File: src/nfma_pkg.sv
// Shared types, constants and helpers for the narrowing fused multiply-add.
// Used by every module of the block; depends on nothing else.
package nfma_pkg;

  // Alignment window and field widths.
  localparam int WIN_W   = 163;
  localparam int EXT_W   = WIN_W + 56;
  localparam int EXP_W   = 13;
  localparam int PROD_W  = 106;
  localparam int MANT_W  = 53;
  localparam int NORM_W  = 256;
  localparam int KEEP_W  = 26;

  localparam logic [31:0] QNAN32 = 32'h7FC0_0000;
  localparam logic [31:0] INF32  = 32'h7F80_0000;
  localparam logic [31:0] MAXF32 = 32'h7F7F_FFFF;
  localparam logic [31:0] NZERO32 = 32'h8000_0000;

  typedef enum logic [1:0] {
    RM_RNE = 2'd0,
    RM_RTZ = 2'd1,
    RM_RDN = 2'd2,
    RM_RUP = 2'd3
  } rm_t;

  // A result settled early (NaN, infinity, signed zero).
  typedef struct packed {
    logic        special;
    logic [31:0] res;
  } spec_t;

  // Product and aligned addend, ready for the wide adder.
  typedef struct packed {
    logic [PROD_W-1:0]      mp;
    logic [WIN_W-1:0]       aw;
    logic                   caseb;
    logic                   sub;
    logic                   sp;
    logic                   sc;
    logic signed [EXP_W-1:0] wbase;
    spec_t                  spec;
  } front_t;

  // Magnitude of the exact sum in the window.
  typedef struct packed {
    logic [WIN_W-1:0]       s;
    logic                   rsign;
    logic signed [EXP_W-1:0] wbase;
    spec_t                  spec;
  } sum_t;

  // Normalized top bits with sticky, plus the leading-zero count.
  typedef struct packed {
    logic [KEEP_W-1:0]      v;
    logic [7:0]             lz;
    logic                   zero;
    logic                   rsign;
    logic signed [EXP_W-1:0] wbase;
    spec_t                  spec;
  } norm_t;

  // Overflow goes to infinity or to the largest finite value.
  function automatic logic [31:0] overflow_result(input logic sign, input rm_t mode);
    logic to_max;
    to_max = (mode == RM_RTZ) || (mode == RM_RDN && !sign) || (mode == RM_RUP && sign);
    return {sign, 31'b0} | (to_max ? MAXF32 : INF32);
  endfunction

endpackage

File: src/nfma_norm.sv
// Leading-zero normalization in two stages (coarse shifts, then fine shifts).
// Depends on nfma_pkg.
module nfma_norm (
  input  logic            clk,
  input  logic            en4,
  input  logic            en5,
  input  nfma_pkg::sum_t  sm,
  output nfma_pkg::norm_t nm
);

  logic [nfma_pkg::NORM_W-1:0] xa, xb;
  logic [3:0] ca, cb;

  // Stage 4 registers.
  logic [nfma_pkg::NORM_W-1:0] x4;
  logic [3:0] c4;
  logic       rsign4;
  logic signed [nfma_pkg::EXP_W-1:0] wbase4;
  nfma_pkg::spec_t spec4;

  // Coarse steps: shift by 128, 64, 32 and 16 where the top is empty.
  always_comb begin
    xa = {sm.s, {(nfma_pkg::NORM_W - nfma_pkg::WIN_W){1'b0}}};
    ca = 4'b0;
    if (xa[255:128] == '0) begin
      xa = xa << 128; ca[3] = 1'b1;
    end
    if (xa[255:192] == '0) begin
      xa = xa << 64; ca[2] = 1'b1;
    end
    if (xa[255:224] == '0) begin
      xa = xa << 32; ca[1] = 1'b1;
    end
    if (xa[255:240] == '0) begin
      xa = xa << 16; ca[0] = 1'b1;
    end
  end

  always_ff @(posedge clk) begin
    if (en4) begin
      x4     <= xa;
      c4     <= ca;
      rsign4 <= sm.rsign;
      wbase4 <= sm.wbase;
      spec4  <= sm.spec;
    end
  end

  // Fine steps: shift by 8, 4, 2 and 1.
  always_comb begin
    xb = x4;
    cb = 4'b0;
    if (xb[255:248] == '0) begin
      xb = xb << 8; cb[3] = 1'b1;
    end
    if (xb[255:252] == '0) begin
      xb = xb << 4; cb[2] = 1'b1;
    end
    if (xb[255:254] == '0) begin
      xb = xb << 2; cb[1] = 1'b1;
    end
    if (!xb[255]) begin
      xb = xb << 1; cb[0] = 1'b1;
    end
  end

  always_ff @(posedge clk) begin
    if (en5) begin
      nm.v     <= {xb[255:231], |xb[230:0]};
      nm.lz    <= {c4, cb};
      nm.zero  <= !xb[255];
      nm.rsign <= rsign4;
      nm.wbase <= wbase4;
      nm.spec  <= spec4;
    end
  end

endmodule

File: config.mk
export PLATFORM = sky130hd
export DESIGN_NAME = nfma_norm
export DESIGN_NICKNAME = d
export VERILOG_FILES = /design/src/nfma_pkg.sv /design/src/nfma_norm.sv
export SDC_FILE = /design/constraint.sdc
export NUM_CORES = 1
export LEC_CHECK = 0
export ABC_AREA = 1
export BUFFER_PORTS_ARGS = -buffer_cell sky130_fd_sc_hd__buf_2
export CAP_MARGIN = 25
export CORE_MARGIN = 2
export CORE_UTILIZATION = 30
export CTS_CLUSTER_SIZE = 30
export DETAILED_ROUTE_END_ITERATION = 10
export PLACE_DENSITY = 0.54
export SYNTH_ARGS = -nofsm -noshare
export SYNTH_HDL_FRONTEND = slang
export SYNTH_SLANG_ARGS = --single-unit
export TNS_END_PERCENT = 1
File: constraint.sdc
create_clock -name clk -period 6.9 [get_ports clk]
set_input_delay 1.725 -clock clk [delete_from_list [all_inputs] [get_ports clk]]
set_output_delay 1.725 -clock clk [all_outputs]
set_load 0.02 [all_outputs]
# After elaboration in Yosys (flattened, before gate mapping)
# Cells that the tools add are included.
# totals
inputBits	213
wordCells	39
output_inout_bits	82
register_bits	389
# op_classes
muxes	16
n_reduce_logical	9
# ops
operator	count
$mux 256	8
$reduce_or 231->1	1
$logic_not 128->1	1
$logic_not 64->1	1
$logic_not 32->1	1
$logic_not 16->1	1
$logic_not 8->1	1
$mux 1	8
$logic_not 4->1	1
$logic_not 2->1	1
$logic_not 1->1	1

# Logic depth before layout (Yosys ltp)
# logic_depth
ltp_word	8
ltp_mapped	33
ltp_nobuf	28

# Worst setup path after synthesis
# Ideal clock, no wire load.
# synth_timing
path_type	input-to-reg
start	input port sm[171] (netlist bit)
end	register x4[176] (netlist bit) (data pin)
n_path_buf	6
arrival_ps	4865
setup_slack_ps	1782
setup_time_ps	253
cell_stages	30
cell_sequence	nor2_1 -> nand2_1 -> nor2_1 -> nand2_1 -> nor2_2 -> nand2_4 -> nor2_8 -> buf_6 -> nand2_2 -> nand2_1 -> nand2_1 -> nor2_1 -> nand2_1 -> nor2_4 -> nand3_4 -> buf_4 -> o21ai_1 -> nand2_1 -> nor2_1 -> nand2_1 -> nor2_4 -> buf_6 -> nand2_1 -> buf_2 -> buf_6 -> buf_2 -> nand2_1 -> o21ai_0 -> nand3_1 -> nand2_1
# synth_via
elab_chain_len	8
# synth_rtl
element	line_no	rtl
start: declaration	nfma_norm.sv:7	input nfma_pkg::sum_t sm,
$logic_not 128->1	nfma_norm.sv:25	if (xa[255:128] == '0) begin
$mux 256 *	nfma_norm.sv:25	
$logic_not 64->1	nfma_norm.sv:28	if (xa[255:192] == '0) begin
$mux 256 *	nfma_norm.sv:28	
$logic_not 32->1	nfma_norm.sv:31	if (xa[255:224] == '0) begin
$mux 256 *	nfma_norm.sv:31	
$logic_not 16->1	nfma_norm.sv:34	if (xa[255:240] == '0) begin
$mux 256 *	nfma_norm.sv:34	
net xa, one bit	nfma_norm.sv:11	logic [nfma_pkg::NORM_W-1:0] xa, xb;
end signal: assignment	nfma_norm.sv:41	x4 <= xa;
end: declaration	nfma_norm.sv:15	logic [nfma_pkg::NORM_W-1:0] x4;
# The timed path passes the listed nets; every way through them passes the cells marked *.
# A chain may end at the register's enable or synchronous reset.

# Worst setup path after layout
# layout_timing
start	input port sm[155] (netlist bit)
end	register x4[217] (netlist bit) (data pin)
# Same word-level chain as after synthesis.

==> impl_results.md <==
- CTS tree: done
- CTS sink cnt: 296
- Boundary pin count: 295
- Net Sw Frac: 0.286
- Met1 wire length: 33600 microns
- Mapped cell area: between 15000 and 20000 sq um
- WHS Path Cells: 0
- Max clock buf depth: 3
- CP Launch Type: input port
- Top_reg_cell synth: edfxtp_1
- Post-synth top area cell: edfxtp_1
- DR WL met2: 33200 microns
- DR vias: between 15000 and 20000
- Slowest cell on crit path: buf_4
- Initial antenna violation count: 0
- PostCTS Resize Cnt: 0
- Layout cells sized above 1: 0.164
- Final Net Count: between 3000 and 4000
- Power density over the cells: 207 nW/um^2
- Num rows: 93
- Reg power frac: 0.463
- Worst path required time: 7.34 ns
- Starting density of the core: 0.303
- Die ar.: 67100 sq um
- PortBufs: a little under 300
- Post-Layout Inst Area: 23100 sq um
- Seq/Total Area, Yosys: 0.455
- Synth unique cells: between 40 and 50
- Synth top area share: 0.455
- Comb power frac: 0.159
- VDD IR max: ~0.00016 V
- DR WL met3: around 5700 microns
- Clock Latency Late Sink: between 0.5 and 0.6 ns
- Routed Antenna Nets: 0
- CP Capture Type: flop
- Max Freq: 156 MHz
- Routed len/inst: 20.3 microns
- Synth warn: 0
- Reg2Reg Depth: 13
- 1st-iter DRT viols: ~2000
- Drt pass-1 iters: 6
- Largest family of logic cells by synthesized area: simple AND/OR/NAND/NOR gates
- RSZ-0062 raised after global routing: no
- Num CTS Buffers: 35
- Placed insts: 3688
- Post-CTS Setup Repair Bufs: 0
- DP Area: 22000 sq um
- Arr. time, crit path: 6.84 ns
- N_diodes: 0
- CP dominant cell by count: nand2_1
- Total track usage: 0.221
- Number of vias per cell: approximately 5.1
- RD Place Congestion: 0.996
- Cell leakage power: 10.4 nW
- H-tree level count: 2
- CP Buf/Inv Count: 7
- Core Area: 64300 sq um
- Synthesis-to-finish area growth: 18.2%
- Crit-path max cell delay: 0.45 ns
- Root buffer cell: clkbuf_16
- Worst Path Max Fanout: 75
- Complex-gate fraction of the synthesized area: 0.110
- Mean Syn Cell Area: 7.43 sq um
- Final cell count without fillers: 3750
- Clock slew at reported path FFs: approximately 0.070 ns
- Switching pwr: 0.00137 W
- Crit Path Class: input port to flop
- Hold Vio Cnt, Final: 0
- Synthesized instance count: 2628
- Vias in the first global route: 17918
- Hold Buf Count CTS: 0
- Post-synthesis simple-gate area fraction: 0.314
- Final HPWL from detailed placement: 60800 microns
- Core Util, Final: 0.359
- Xor/xnor cell area share of the yosys netlist: 0
- Area contributors post-synth: edfxtp_1 46%, nand2_1 17%, o21ai_0 7.3%
- Max-capacitance violation count: 0
- Post-route clock period utilization: 0.929
- Crit path time final: 6.41 ns
- Async set-or-reset flop fraction in the synthesized netlist: 0
- Crit path max-delay family: simple AND/OR/NAND/NOR gates
- Hold_ws: 0.417 ns
- Final slew viol count: 0
- Post-synthesis mux area share: 0.0313
- Largest net degree at the start of global routing: 109
- Grt ovf: 0
- Drt drc: 0
- Synthesized Nets: 2841
- Top sig layer: met4
- Clock skew: ~0.017 ns
- Synth Register Bits: 296
- Outcome: complete, no violations
- Setup-failing EPs final: 0
- WL final: 76100 microns
- Synth Area in Adders: 0
- Die H: between 200 and 300 microns
- Actual slew at the worst max-slew pin: between 0.9 and 1 ns
- Clock share of power: 0.378
- Die W: 259 microns
- Number of synthesized flops with an enable pin: 296
- Tightest Hold Check Type: flop to flop
- First-pass GRT wire length: 113000 microns
- Max_slew headroom: 0.379
- Levels on crit path: 28
- Int Power: 0.00341 W
## layout make-up
type | count | area [sq um]
Fill cell | 6923 | 41300
Multi-Input combinational cell | 1921 | 8910
Sequential cell | 296 | 8890
Timing Repair Buffer | 368 | 2180
Tap cell | 855 | 1070
Clock buffer | 46 | 960
Inverter | 248 | 931
Clock inverter | 16 | 140
## layer usage
metal / GRT usage / vias to the layer above
met1: 0.302 / 8799
met4: 0.0999 / 0
met2: 0.345 / 972
met5: 0 / -
li1: - / 9170
met3: 0.0332 / 165
## cell usage in the layout, fill, tap and decap left out, drive strengths merged, types with 2 or more instances in the layout
master and count:
a21oi 35, a221oi 2, a31o 4, a31oi 15
buf 367, clkbuf 47, clkinv 9, clkinvlp 3
edfxtp 296, inv 251, mux2i 61, nand2 876
nand3 244, nand3b 4, nand4 18, nor2 255
nor3 11, nor3b 5, nor4 19, o211ai 4
o21a 2, o21ai 294, o21bai 20, o221ai 2
o31ai 9, o41ai 3, or2 29, or3 2
## cell usage after synthesis, types with 4 or more instances
library cell  instances
nand2_1             872
edfxtp_1            296
o21ai_0             286
nor2_1              247
inv_1               244
nand3_1             243
clkbuf_1             77
mux2i_1              61
buf_2                51
a21oi_1              35
or2_2                29
o21bai_1             20
nor4_1               19
nand4_1              18
buf_6                17
a31oi_1              15
buf_1                12
nor3_1               11
o31ai_1               9
o21ai_1               8
buf_4                 6
nor2_4                5
nor3b_1               5
a31o_2                4
nand3b_1              4
o211ai_1              4
## cells by family after synthesis
kind of cell           count (synthesis)
AOI/OAI and AO/OA                    395
and+or+nand+nor                     1465
buffers and inverters                411
DFF                                  296
muxes                                 61
## state kept, by name, summed over array words and instances (netlist names)
| signal | count |
|---|---|
| spec4 | 33 |
| c4 | 4 |
| rsign4 | 1 |
| wbase4 | 13 |
| nm | 82 |
| x4 | 163 |
## through the flow
step,setup slack (ns),setup TNS [ns],total power [W]
floorplan,1.78,0,0.00262
CTS,0.605,0,0.00483
global route,0.190,0,0.00498
finish,0.490,0,0.00478
detailed placement,0.0147,0,0.00300
global placement,-0.0245,-0.0245,0.00300
## worst paths after layout
kind	start	to	slack, ns
worst max register to register	x4[250]	nm[56]	2.56
worst max-delay path	sm[155]	x4[217]	0.49
worst min register to register	spec4[25]	nm[25]	0.42
worst min-delay path	spec4[25]	nm[25]	0.42
## power by group through the flow
| stage | sequential, W | clock (W) | combinational [W] |
|---|---|---|---|
| after floorplan | 0.00228 | 0 | 0.000339 |
| after global placement | 0.00225 | 0 | 0.000753 |
| after detailed placement | 0.00225 | 0 | 0.000750 |
| after CTS | 0.00222 | 0.00186 | 0.000752 |
| after global routing | 0.00223 | 0.00192 | 0.000831 |
| final | 0.00222 | 0.00181 | 0.000759 |
Power figures use the tool's default switching activity.
