## config.mk

```make
export PLATFORM = sky130hd
export DESIGN_NAME = nfma_round
export DESIGN_NICKNAME = d
export VERILOG_FILES = /design/src/nfma_pkg.sv /design/src/nfma_round.sv
export SDC_FILE = /design/constraint.sdc
export NUM_CORES = 1
export LEC_CHECK = 0
export ABC_AREA = 1
export BUFFER_PORTS_ARGS = -buffer_cell sky130_fd_sc_hd__buf_2
export CORE_MARGIN = 4
export CORE_UTILIZATION = 40
export DETAILED_ROUTE_END_ITERATION = 8
export PLACE_DENSITY = 0.57
export SLEW_MARGIN = 20
export SYNTH_ARGS = -nofsm -noshare
export SYNTH_HDL_FRONTEND = slang
export SYNTH_SLANG_ARGS = --single-unit
```

## constraint.sdc

```tcl
create_clock -name clk -period 16.1 [get_ports clk]
set_input_delay 0.805 -clock clk [delete_from_list [all_inputs] [get_ports clk]]
set_output_delay 0.805 -clock clk [all_outputs]
set_load 0.01 [all_outputs]
```

## src/nfma_pkg.sv

```systemverilog
// Shared types, constants and helpers for the narrowing fused multiply-add.
// Used by every module of the block; depends on nothing else.
package nfma_pkg;

  // Alignment window and field widths.
  localparam int WIN_W   = 163;
  localparam int EXT_W   = WIN_W + 56;
  localparam int EXP_W   = 13;
  localparam int PROD_W  = 106;
  localparam int MANT_W  = 53;
  localparam int NORM_W  = 256;
  localparam int KEEP_W  = 26;

  localparam logic [31:0] QNAN32 = 32'h7FC0_0000;
  localparam logic [31:0] INF32  = 32'h7F80_0000;
  localparam logic [31:0] MAXF32 = 32'h7F7F_FFFF;
  localparam logic [31:0] NZERO32 = 32'h8000_0000;

  typedef enum logic [1:0] {
    RM_RNE = 2'd0,
    RM_RTZ = 2'd1,
    RM_RDN = 2'd2,
    RM_RUP = 2'd3
  } rm_t;

  // A result settled early (NaN, infinity, signed zero).
  typedef struct packed {
    logic        special;
    logic [31:0] res;
  } spec_t;

  // Product and aligned addend, ready for the wide adder.
  typedef struct packed {
    logic [PROD_W-1:0]      mp;
    logic [WIN_W-1:0]       aw;
    logic                   caseb;
    logic                   sub;
    logic                   sp;
    logic                   sc;
    logic signed [EXP_W-1:0] wbase;
    spec_t                  spec;
  } front_t;

  // Magnitude of the exact sum in the window.
  typedef struct packed {
    logic [WIN_W-1:0]       s;
    logic                   rsign;
    logic signed [EXP_W-1:0] wbase;
    spec_t                  spec;
  } sum_t;

  // Normalized top bits with sticky, plus the leading-zero count.
  typedef struct packed {
    logic [KEEP_W-1:0]      v;
    logic [7:0]             lz;
    logic                   zero;
    logic                   rsign;
    logic signed [EXP_W-1:0] wbase;
    spec_t                  spec;
  } norm_t;

  // Overflow goes to infinity or to the largest finite value.
  function automatic logic [31:0] overflow_result(input logic sign, input rm_t mode);
    logic to_max;
    to_max = (mode == RM_RTZ) || (mode == RM_RDN && !sign) || (mode == RM_RUP && sign);
    return {sign, 31'b0} | (to_max ? MAXF32 : INF32);
  endfunction

endpackage

```

## src/nfma_round.sv

```systemverilog
// Exponent, subnormal shift (stage 6), rounding and packing (stage 7).
// Depends on nfma_pkg.
module nfma_round (
  input  logic            clk,
  input  logic            en6,
  input  logic            en7,
  input  nfma_pkg::rm_t   mode,
  input  nfma_pkg::norm_t nm,
  output logic [31:0]     res
);

  logic signed [nfma_pkg::EXP_W-1:0] e, rr, ebias;
  logic        normal;
  logic [4:0]  rcap;
  logic [nfma_pkg::KEEP_W-1:0] shifted, lostmask;

  // Stage 6 registers.
  logic [23:0] m;
  logic        rb, st, normal6, ovf6, rsign6, zero6;
  logic [7:0]  eb8;
  nfma_pkg::spec_t spec6;

  logic        inc;
  logic [24:0] m25;
  logic [31:0] nbits, res_next;
  logic        ovf;

  // Result exponent and the right shift into the subnormal range.
  always_comb begin
    e = 13'sd162 - $signed({5'b0, nm.lz}) + nm.wbase;
    ebias = e + 13'sd126;
    rr = -13'sd126 - e;
    normal = (e >= -13'sd126);
    if (normal) begin
      rcap = 5'd0;
    end else if (rr > 13'sd26) begin
      rcap = 5'd26;
    end else begin
      rcap = rr[4:0];
    end
    shifted  = nm.v >> rcap;
    lostmask = ~({nfma_pkg::KEEP_W{1'b1}} << rcap);
  end

  always_ff @(posedge clk) begin
    if (en6) begin
      m       <= shifted[25:2];
      rb      <= shifted[1];
      st      <= shifted[0] | (|(nm.v & lostmask));
      normal6 <= normal;
      ovf6    <= (e > 13'sd127);
      eb8     <= ebias[7:0];
      rsign6  <= nm.rsign;
      zero6   <= nm.zero;
      spec6   <= nm.spec;
    end
  end

  // Rounding increment by mode.
  always_comb begin
    unique case (mode)
      nfma_pkg::RM_RNE: inc = rb && (st || m[0]);
      nfma_pkg::RM_RTZ: inc = 1'b0;
      nfma_pkg::RM_RDN: inc = (rb || st) && rsign6;
      nfma_pkg::RM_RUP: inc = (rb || st) && !rsign6;
    endcase
  end

  // Pack, with overflow and the special cases taking priority.
  always_comb begin
    m25   = {1'b0, m} + {24'b0, inc};
    nbits = {1'b0, eb8, 23'b0} + {7'b0, m25};
    ovf   = ovf6 || (normal6 && (nbits >= nfma_pkg::INF32));
    if (spec6.special) begin
      res_next = spec6.res;
    end else if (zero6) begin
      res_next = (mode == nfma_pkg::RM_RDN) ? nfma_pkg::NZERO32 : 32'b0;
    end else if (ovf) begin
      res_next = nfma_pkg::overflow_result(rsign6, mode);
    end else if (normal6) begin
      res_next = {rsign6, nbits[30:0]};
    end else begin
      res_next = {rsign6, 6'b0, m25};
    end
  end

  always_ff @(posedge clk) begin
    if (en7) begin
      res <= res_next;
    end
  end

endmodule

```

Word level (Yosys, flattened, before mapping):

Index checks and enable logic that the tools add are counted.

* input port bits: 87
* logic and storage cells: 53
* bits in registers: 103

* mux-type cells: 9
* equality and inequality tests: 3
* $add $sub $neg: 6
* shifts and indexed selects: 2
* reduce and logical (&&, ||, !) cells: 14
* $lt $le $gt $ge: 4
* bitwise operators: 4

Operators by type and width (number)
* two-way mux 32 bit: 4
* adder 31 x 25 -> 32 bit: 1
* >= comparator 32 x 31 -> 1 bit, second input constant: 1
* bitwise OR 32 x 31 -> 32 bit: 1
* two-way mux 31 bit: 1
* bitwise AND 26 bit: 1
* NOT 26 bit: 1
* OR reduction 26 bit: 1
* << shifter 26 x 5 -> 26 bit, first input constant: 1
* >> shifter 26 x 5 -> 26 bit: 1
* adder 24 x 1 -> 25 bit: 1
* two-way mux 24 bit: 1
* adder 9 x 13 -> 13 bit: 1
* >= comparator 13 x 8 -> 1 bit, second input constant: 1
* > comparator 13 x 6 -> 1 bit, second input constant: 1
* > comparator 13 x 8 -> 1 bit, second input constant: 1
* subtractor 8 x 13 -> 13 bit, first input constant: 1
* two-way mux 5 bit: 2
* subtractor 8 x 8 -> 9 bit, first input constant: 1
* adder 8 bit, second input constant: 1
* logical AND 1 bit: 6
* logical OR 1 bit: 5
* == test 2 bit, second input constant: 2
* case mux 1 bit (4 select lines): 1
* 4 further kinds: 4

Longest topological paths before layout:

Gate-level depths: netlist of the first run.

* depth after elaboration: 11
* mapped depth: 39
* mapped depth without buffers: 38

Worst setup path before layout of the first run:

OpenSTA, ideal clock, no wires.

* kind: input -> register
* start: input port mode[1]
* end: register res[22], data pin
* cell stages on the path: 38
* setup time: 0.267 ns
* path slack: 10.551 ns
* required time: 15.833 ns
* arrival time: 5.282 ns
* cell sequence: nand2_1 -> inv_1 -> ha_1 -> o21ai_0 -> o21ai_0 -> ha_1 -> ha_1 -> nand3_1 -> nor2_1 -> nand2_1 -> nor2_1 -> nand2_1 -> inv_1 -> nand2_1 -> nor2_1 -> nand4_1 -> nor2_1 -> nand2_1 -> (+2 left out) -> or2_1 -> nor2_1 -> inv_1 -> nor2_2 -> ha_1 -> nand3_1 -> nand2_1 -> and3_1 -> xnor2_1 -> inv_1 -> nand2_1 -> o41ai_1 -> a21oi_1 -> nor3_1 -> nor2_1 -> inv_1 -> clkbuf_1 -> o21ai_0

* longest elaborated chain between the ends: 10

Ends and longest elaborated chain
* start, declared: RTL line nfma_round.sv:7 `input nfma_pkg::rm_t mode,`
* == test 2 bit, or another cell as far along: RTL line nfma_pkg.sv:65, nfma_round.sv:61
* case mux 1 bit (4 select lines): RTL line nfma_round.sv:61 `unique case (mode)`
* adder 24 x 1 -> 25 bit: RTL line nfma_round.sv:71 `m25 = {1'b0, m} + {24'b0, inc};`
* adder 31 x 25 -> 32 bit: RTL line nfma_round.sv:72 `nbits = {1'b0, eb8, 23'b0} + {7'b0, m25};`
* >= comparator 32 x 31 -> 1 bit: RTL line nfma_round.sv:73 `ovf = ovf6 || (normal6 && (nbits >= nfma_pkg::INF32));`
* logical AND 1 bit: RTL line nfma_round.sv:73
* logical OR 1 bit: RTL line nfma_round.sv:73
* two-way mux 32 bit *: RTL line nfma_round.sv:78 `end else if (ovf) begin`
* two-way mux 32 bit *: RTL line nfma_round.sv:76 `end else if (zero6) begin`
* two-way mux 32 bit *: RTL line nfma_round.sv:74 `if (spec6.special) begin`
* named net res_next[22]: RTL line nfma_round.sv:25 `logic [31:0] nbits, res_next;`
* end signal, assigned: RTL line nfma_round.sv:89 `res <= res_next;`
* end, declared: RTL line nfma_round.sv:9 `output logic [31:0] res`

Mark *: on every way through the listed nets, which the timed path passes. The rest lies on a longest branch.
A chain may end at the register's enable or synchronous reset.

Worst setup path in the final report of the first run:

* start: input port mode[1]
* end: register res[23], data pin

The elaborated chain is that of the path after synthesis.

==> results of run 1 <==
synth_stat cells (all sizes together), types with 9 or more instances:
cell type    n  area, um2
buf         20        176
nand4       23        144
xor2        17        156
nor2        73        317
ha          26        325
nand2      302       1250
clkbuf      10       37.5
nor3         9       50.1
o21ai       85        425
a21oi       45        236
or2         12       75.1
nand3       97        546
inv        126        475
edfxtp     103       3090
power groups by stage:
| stage | combinational, W | clock [W] | sequential, W |
|---|---|---|---|
| final | 0.000445 | 0.000205 | 0.000382 |
| after global routing | 0.000502 | 0.000222 | 0.000388 |
| after CTS | 0.000444 | 0.000212 | 0.000382 |
| after detailed placement | 0.000442 | 0 | 0.000387 |
| after global placement | 0.000442 | 0 | 0.000387 |
| after floorplan | 0.000338 | 0 | 0.000383 |
final cells by class:
class,instances,area share [%]
Multi-Input combinational cell,728,45.0
Clock buffer,11,2.69
Inverter,128,5.60
Clock inverter,5,0.565
Tap cell,234,3.39
Sequential cell,103,35.8
Timing Repair Buffer,120,7.01
kinds of logic after synthesis:
| family | Yosys count |
|---|---|
| flip-flops | 103 |
| buffers and inverters | 158 |
| AO/OA/AOI/OAI | 152 |
| AND/OR/NAND/NOR | 525 |
| adder cells (fa/ha/maj) | 28 |
| XOR/XNOR | 23 |
sequential cells by signal, summed over array words and instances (netlist names), 8 cells and up:
register and count:
eb8 8, spec6 33, res 32, m 24
stage by stage:
stage | hold WS [ns] | std cells
detailed placement | 0.508 | 1313
global route | 0.559 | 1329
global placement | 0.505 | 1313
floorplan | 0.494 | 989
CTS | 0.525 | 1329
finish | 0.523 | 1329
worst max-delay path, delay by kind of cell:
kind	cells	cell delay, ns
simple gates	19	2.27
buf+inv	7	1.07
compound gates	7	1.02
fa+ha+maj	4	0.91
xor+xnor	1	0.14
path summary, 6_finish.rpt:
| kind | start | slack (ns) | endpoint |
|---|---|---|---|
| max | mode[1] | 9.97 | res[23]$_DFFE_PP_ |
| min | spec6[16]$_DFFE_PP_ | 0.52 | res[16]$_DFFE_PP_ |
| max reg2reg | rsign6$_DFFE_PP_ | 10.23 | res[23]$_DFFE_PP_ |
| min reg2reg | spec6[16]$_DFFE_PP_ | 0.52 | res[16]$_DFFE_PP_ |
per-layer routing:
metal | part of all wire (%) | track usage (%)
met5 | 0 | 0
met4 | 1.5 | 4.75
met3 | 4.6 | 2.17
met2 | 43 | 27.3
met1 | 51 | 25.5
==> results.cfg, run 1 <==
[detailed_routing]
route.detailed.drc = 0
via_count = 6713
vias_per_cell = 5.05
drtAntennaViolNets = 0
avgRoutedWirePerCell_um = 14.1
firstDrtPassIters = 5
drt_iter0_drc = 411
drt-total-wl_mm = 18.8

[global_route]
grt_max_degree = 72
overflow = 0
track_usage_pct = 17.4
grt_pass1_wl_mm = 31.0
antenna_found_initial = 0
grt_pass1_vias = 6230

[timing]
slew_headroom_pct = 41.1
rsz0062_at_grt = false
fin_setup_tns_ns = 0
skew_ns = 0.00645
tightest_slew_ns = 0.883
maxSlewViolCount = 0
final-hold-violation-count = 0
setup_violations = 0
fin_crit_ns = 6.13
fmax_ghz = 0.163
finalCritPeriodShare_pct = 38.1
finalWorstSetupSlack_ns = 9.97

[synth]
synth_cells = 989
syn_nets = 1104
ys.flop_type = edfxtp_1
synth_compound_area_share_pct = 10.8
synthAdderAreaFrac_pct = 4.76
synth_top_family_by_area = simple AND/OR/NAND/NOR gates
yosys.area_share.xor_xnor_pct = 3.06
async_flop_share_pct = 0
synth.distinct_cells = 58
muxShareOfSynthArea_pct = 0
synth_simple_gate_area_share_pct = 32.0
ys_ff_latch = 103
ys_seq_area_share_pct = 40.3
synth_edf_count = 103
postSynthAreaPerCell_um2 = 7.76
syn_area_um2 = 7680
synth_warnings = 0

[setup_path]
crit_slowest_cell = inv_1
start_kind = primary input
cp.arrival_ns = 6.21
worst-setup-path-type = in -> reg
crit_fanout = 30
r2r.worst_path.cells = 35
cpMostUsedCell = nand2_1
max_stage_delay_ns = 0.64
end_kind = flop
worstPathRequired_ns = 16.18

[clock_tree]
cts-root-buf = clkbuf_16
cts_num_sinks = 103
post_cts_resized = 0
ctsHoldBuffers = 0
clock_latency_ns = 0.33
htree_num_levels = 3
cts.clk_slew.worst_paths_ns = 0.06
clockBufferDepth = 2
cts_tree = yes
cts_buffers = 9
cts_setup_buffers = 0

[job]
maxCapViolations = 0

[die]
die_w_um = 147
dieArea_um2 = 21500
start_util_pct = 40.9
die_h_um = 147
num_io_pins = 119
core_um2 = 18800
placementRows = 50

[final_layout]
fin_area_um2 = 8640
fin_nets = 1205
utilization_pct = 46.1
seq_area_um2 = 3090
final_common_cell = nand2_1
n_fill_cell = 1955
final_cell_mix = nand2_1 (275), inv_1 (118), buf_2 (118)
final_layout_size_suffix_gt1_share_pct = 18.5
areaGrowthSynthToFinish_pct = 12.6
multi_input_area_um2 = 3890
num_antenna_cells = 0

[pwr]
clkPwrFrac_pct = 19.9
combPwrFrac_pct = 43.1
p_per_area_nw_per_um2 = 119
finalPower_w = 0.00103
p_int_w = 0.000616
switching_share_pct = 40.3
power_leakage_nw = 4.08
peakVddDrop_mv = 0.0537
seq_power_share_pct = 37.0
p_sw_w = 0.000416

[placement]
place_congestion = 0.881
portBuffers = 118
detailed_place_hpwl_mm = 14.7
place_ws_ns = 9.54
dpl_cell_area_um2 = 8360

[worst_hold_path]
hold_path_class = reg -> reg
holdPathStages = 2

[status]
outcome = complete, no violations
(Power assumes the default switching activity.)
==> run 2: changes to the inputs <==
==> constraint.sdc (replaced) <==
create_clock -name clk -period 5.9 [get_ports clk]
set_input_delay 0.295 -clock clk [delete_from_list [all_inputs] [get_ports clk]]
set_output_delay 0.295 -clock clk [all_outputs]
set_load 0.01 [all_outputs]
==> run 2 against run 1 <==
Sequential power increased to 2.7 times the previous value. Critical endpoint is now res[22]$_DFFE_PP_. Total power increased to 2.8 times the previous value. Core utilization increased by 1.4 points. Clock-buffer cell count decreased by 2. Clock power increased to 2.7 times the previous value. Critical path depth decreased by 2. Critical path type is now reg -> reg. Setup slack got worse by 9.7 ns. First-iteration DRC count increased by 12%. Clock skew decreased by 0.0011 ns. Cell count increased by 0.68%.
==> results.cfg, run 2 (same netlist as run 1, synthesis figures left out) <==
[status]
outcome = complete, no violations

[job]
maxCapViolations = 0

[final_layout]
fin_area_um2 = 8910
num_antenna_cells = 0
seq_area_um2 = 3090
n_fill_cell = 1894
final_layout_size_suffix_gt1_share_pct = 22.6
regMostFlops = spec6
final_common_cell = nand2_1
largest_register_ffs = 33
final_cell_mix = nand2_1 (270), buf_2 (118), inv_1 (114)
fin_nets = 1214
reg.largest.list = spec6 x33, res x32, m x24
multi_input_area_um2 = 4040
areaGrowthSynthToFinish_pct = 16.1
layoutNonFillerInstCount = 1338

[setup_path]
cpMostUsedCell = nand2_2
start_kind = flop
r2r_start = rsign6$_DFFE_PP_
crit_fanout = 5
max_stage_delay_ns = 0.43
reg2reg_slack_ns = 0.27
end_kind = flop
r2r.worst_path.cells = 36
crit_slowest_cell = edfxtp_1
worstPathRequired_ns = 6.00
worst-setup-path-type = reg -> reg
r2r_end = res[22]$_DFFE_PP_
cp.arrival_ns = 5.73

[die]
start_util_pct = 40.9
die_w_um = 147
num_io_pins = 119
placementRows = 50
die_h_um = 147
dieArea_um2 = 21500
core_um2 = 18800

[clock_tree]
cts.clk_slew.worst_paths_ns = 0.07
cts_num_sinks = 103
htree_num_levels = 3
cts-root-buf = clkbuf_16
clockBufferDepth = 2
clock_latency_ns = 0.35
ctsHoldBuffers = 0
cts_tree = yes
cts_buffers = 9

[detailed_routing]
via_count = 6840
drt-total-wl_mm = 19.4
route.detailed.drc = 0
avgRoutedWirePerCell_um = 14.5
drt_iter0_drc = 460
drtAntennaViolNets = 0
vias_per_cell = 5.11
firstDrtPassIters = 5

[placement]
detailed_place_hpwl_mm = 14.7
dpl_cell_area_um2 = 8400
place_ws_ns = -0.000528
place_congestion = 0.878
portBuffers = 118
dp_cells = 1315

[worst_hold_path]
hold_path_class = in -> reg
hp-start = nm[5]
whs_endpoint = spec6[5]$_DFFE_PP_
holdPathStages = 1

[timing]
whs_ns = 0.123
final-hold-violation-count = 0
rsz0062_at_grt = true
fin_crit_ns = 5.63
tightest_slew_ns = 0.886
maxSlewViolCount = 0
setup_violations = 0
skew_ns = 0.00537
finalWorstSetupSlack_ns = 0.268
slew_headroom_pct = 40.9
fmax_ghz = 0.178
finalCritPeriodShare_pct = 95.5

[pwr]
peakVddDrop_mv = 0.152
finalPower_w = 0.00287
power_leakage_nw = 4.14
p_per_area_nw_per_um2 = 322

[global_route]
overflow = 0
grt_max_degree = 72
grt_pass1_vias = 6324
grt_pass1_wl_mm = 31.4
track_usage_pct = 17.7
antenna_found_initial = 0
## run 2: power breakdown
part / switching, W / internal (W)
Combinational: 0.000856 / 0.000411
Sequential: 0.0000783 / 0.000970
Clock: 0.000262 / 0.000290
Total: 0.00120 / 0.00167
## run 2: worst max-delay path, delay by kind of cell (launching register included)
| kind | cells | cell delay, ns |
|---|---|---|
| and+or+nand+nor | 21 | 2.64 |
| adders and majority gates | 4 | 0.95 |
| AOI/OAI and AO/OA | 5 | 0.73 |
| buffers and inverters | 5 | 0.51 |
| DFF | 1 | 0.43 |
| xor gates and xnor gates | 1 | 0.11 |
## run 2: per-stage QoR
stage / utilization (%) / setup TNS [ns]
floorplan: - / 0
global placement: 44.8 / 0
detailed placement: 44.8 / -0.000919
CTS: 46.3 / 0
global route: 47.5 / -2.90
finish: 47.5 / 0
## run 2: how the worst max path moves through the flow
stage	cells after the start	from	slack [ns]	end
final	36	rsign6$_DFFE_PP_	0.27	res[22]$_DFFE_PP_
after global routing	36	rsign6$_DFFE_PP_	-0.16	res[8]$_DFFE_PP_
after CTS	36	rsign6$_DFFE_PP_	0.08	res[2]$_DFFE_PP_
after detailed placement	39	mode[0]	-0.0005	res[5]$_DFFE_PP_
after global placement	38	mode[1]	0.27	res[22]$_DFFE_PP_
after floorplan	36	rsign6$_DFFE_PP_	0.84	res[22]$_DFFE_PP_
## run 2: area by class of cell
type / instances / area share (%)
Clock inverter: 7 / 0.618
Multi-Input combinational cell: 728 / 45.3
Clock buffer: 9 / 2.53
Timing Repair Buffer: 129 / 8.07
Tap cell: 234 / 3.28
Inverter: 128 / 5.46
Sequential cell: 103 / 34.7
## run 2: per-layer routing
layer  share of wire, %  wire length, um  up-vias  track usage (%)
li1                   -                -     3522                -
met1                 49             9500     3092             25.5
met2                 44             8470      203             27.9
met3                5.6             1090       23             2.86
met4                1.6              301        0             4.28
met5                  0                0        -                0
## run 2: timing repair
item                                    4_1_cts  5_1_grt
setup buffers                                 0        5
endpoints found under the setup margin        0       31
resized for setup                             0       54
==> run 3: changes to the inputs <==
==> constraint.sdc (replaced) <==
create_clock -name clk -period 7.2 [get_ports clk]
set_input_delay 0.36 -clock clk [delete_from_list [all_inputs] [get_ports clk]]
set_output_delay 0.36 -clock clk [all_outputs]
set_load 0.01 [all_outputs]
==> run 3 against run 2 <==
First-iteration DRC count rose by 3.7%. Combinational power decreased by 21%. Highest routed layer unchanged. Total power fell by 17%. Via count down 0.45%. Global-route usage is 0.30 points lower.
==> results.cfg, run 3 (same netlist as run 1, synthesis figures left out) <==
[status]
outcome = complete, no violations

[timing]
setup_violations = 0
rsz0062_at_grt = false
final-hold-violation-count = 0
skew_ns = 0.00499
fin_setup_tns_ns = 0
finalCritPeriodShare_pct = 82.4
fmax_ghz = 0.169
tightest_slew_ns = 0.870
fin_crit_ns = 5.93
maxSlewViolCount = 0
slew_headroom_pct = 42.0

[detailed_routing]
avgRoutedWirePerCell_um = 14.2
drt-total-wl_mm = 18.9
drt_iter0_drc = 477
route.detailed.drc = 0
via_count = 6809
firstDrtPassIters = 5
drtAntennaViolNets = 0
vias_per_cell = 5.12

[setup_path]
cp.arrival_ns = 6.01
start_kind = flop
crit_fanout = 30
cpMostUsedCell = nand2_1
worstPathRequired_ns = 7.28
crit_slowest_cell = inv_1
reg2reg_slack_ns = 1.27
end_kind = flop
worst-setup-path-type = reg -> reg
max_stage_delay_ns = 0.65

[die]
dieArea_um2 = 21500
placementRows = 50
start_util_pct = 40.9
die_h_um = 147
die_w_um = 147
num_io_pins = 119
core_um2 = 18800

[final_layout]
final_cell_mix = nand2_1 (275), inv_1 (118), buf_2 (118)
reg.largest.list = spec6 x33, res x32, m x24
num_antenna_cells = 0
regMostFlops = spec6
final_common_cell = nand2_1
areaGrowthSynthToFinish_pct = 13.3
fin_nets = 1205
largest_register_ffs = 33
final_layout_size_suffix_gt1_share_pct = 18.7
fin_area_um2 = 8700

[clock_tree]
cts-root-buf = clkbuf_16
cts_setup_buffers = 0
post_cts_resized = 0
cts.clk_slew.worst_paths_ns = 0.07
clock_latency_ns = 0.33
htree_num_levels = 3
ctsHoldBuffers = 0
cts_tree = yes
cts_buffers = 9
cts_num_sinks = 103
clockBufferDepth = 2

[worst_hold_path]
hold_path_class = in -> reg

[global_route]
grt_pass1_wl_mm = 31.1
grt_pass1_vias = 6262
antenna_found_initial = 0
overflow = 0
track_usage_pct = 17.4
grt_max_degree = 72

[pwr]
power_leakage_nw = 4.10
p_per_area_nw_per_um2 = 274
peakVddDrop_mv = 0.0951

[placement]
place_congestion = 0.874
detailed_place_hpwl_mm = 14.8
dpl_cell_area_um2 = 8360
portBuffers = 118

[job]
maxCapViolations = 0
## run 3: worst max-delay path: cells and delay by family (launching register included)
family / cells / cell delay (ns)
buffers and inverters: 4 / 0.85
DFF: 1 / 0.39
AOI/OAI and AO/OA: 7 / 0.90
and+or+nand+nor: 19 / 2.42
xor gates and xnor gates: 1 / 0.13
adders and majority gates: 4 / 0.98
## run 3: layout make-up
class	instances	area (um2)
Fill cell	1933	10100
Multi-Input combinational cell	728	3890
Sequential cell	103	3090
Timing Repair Buffer	120	606
Inverter	128	484
Tap cell	234	293
Clock buffer	9	225
Clock inverter	7	111
## run 3: metal layers
metal  wire [um]  vias to the layer above  global-route usage, %
li1            -                     3497                      -
met1        9350                     3087                   25.5
met2        8270                      207                   27.1
met3        1010                       18                   2.36
met4         255                        0                   4.52
met5           0                        -                      0
## run 3: final timing paths
| kind | to | from | depth (start not counted) |
|---|---|---|---|
| setup / recovery | res[23]$_DFFE_PP_ | rsign6$_DFFE_PP_ | 35 |
| hold / removal | spec6[22]$_DFFE_PP_ | nm[22] | 1 |
| setup reg to reg | res[23]$_DFFE_PP_ | rsign6$_DFFE_PP_ | 35 |
| hold reg to reg | res[16]$_DFFE_PP_ | spec6[16]$_DFFE_PP_ | 2 |
## run 3: power by group
| part | internal (W) | total [W] | switching, W |
|---|---|---|---|
| clock | 0.000337 | 0.000537 | 0.000200 |
| sequential | 0.000795 | 0.000854 | 0.0000589 |
| combinational | 0.000315 | 0.000997 | 0.000681 |
## run 3: per-stage QoR
stage	setup slack [ns]	hold WS, ns	std cells	utilization [%]	total power [W]
2_1_floorplan	2.10	0.459	989	-	0.00161
5_1_grt	0.375	0.183	1329	46.3	0.00257
6_report	1.27	0.198	1329	46.3	0.00239
3_3_place_gp	1.23	0.505	1313	44.6	0.00185
4_1_cts	1.22	0.184	1329	46.3	0.00240
3_5_place_dp	1.07	0.506	1313	44.6	0.00185
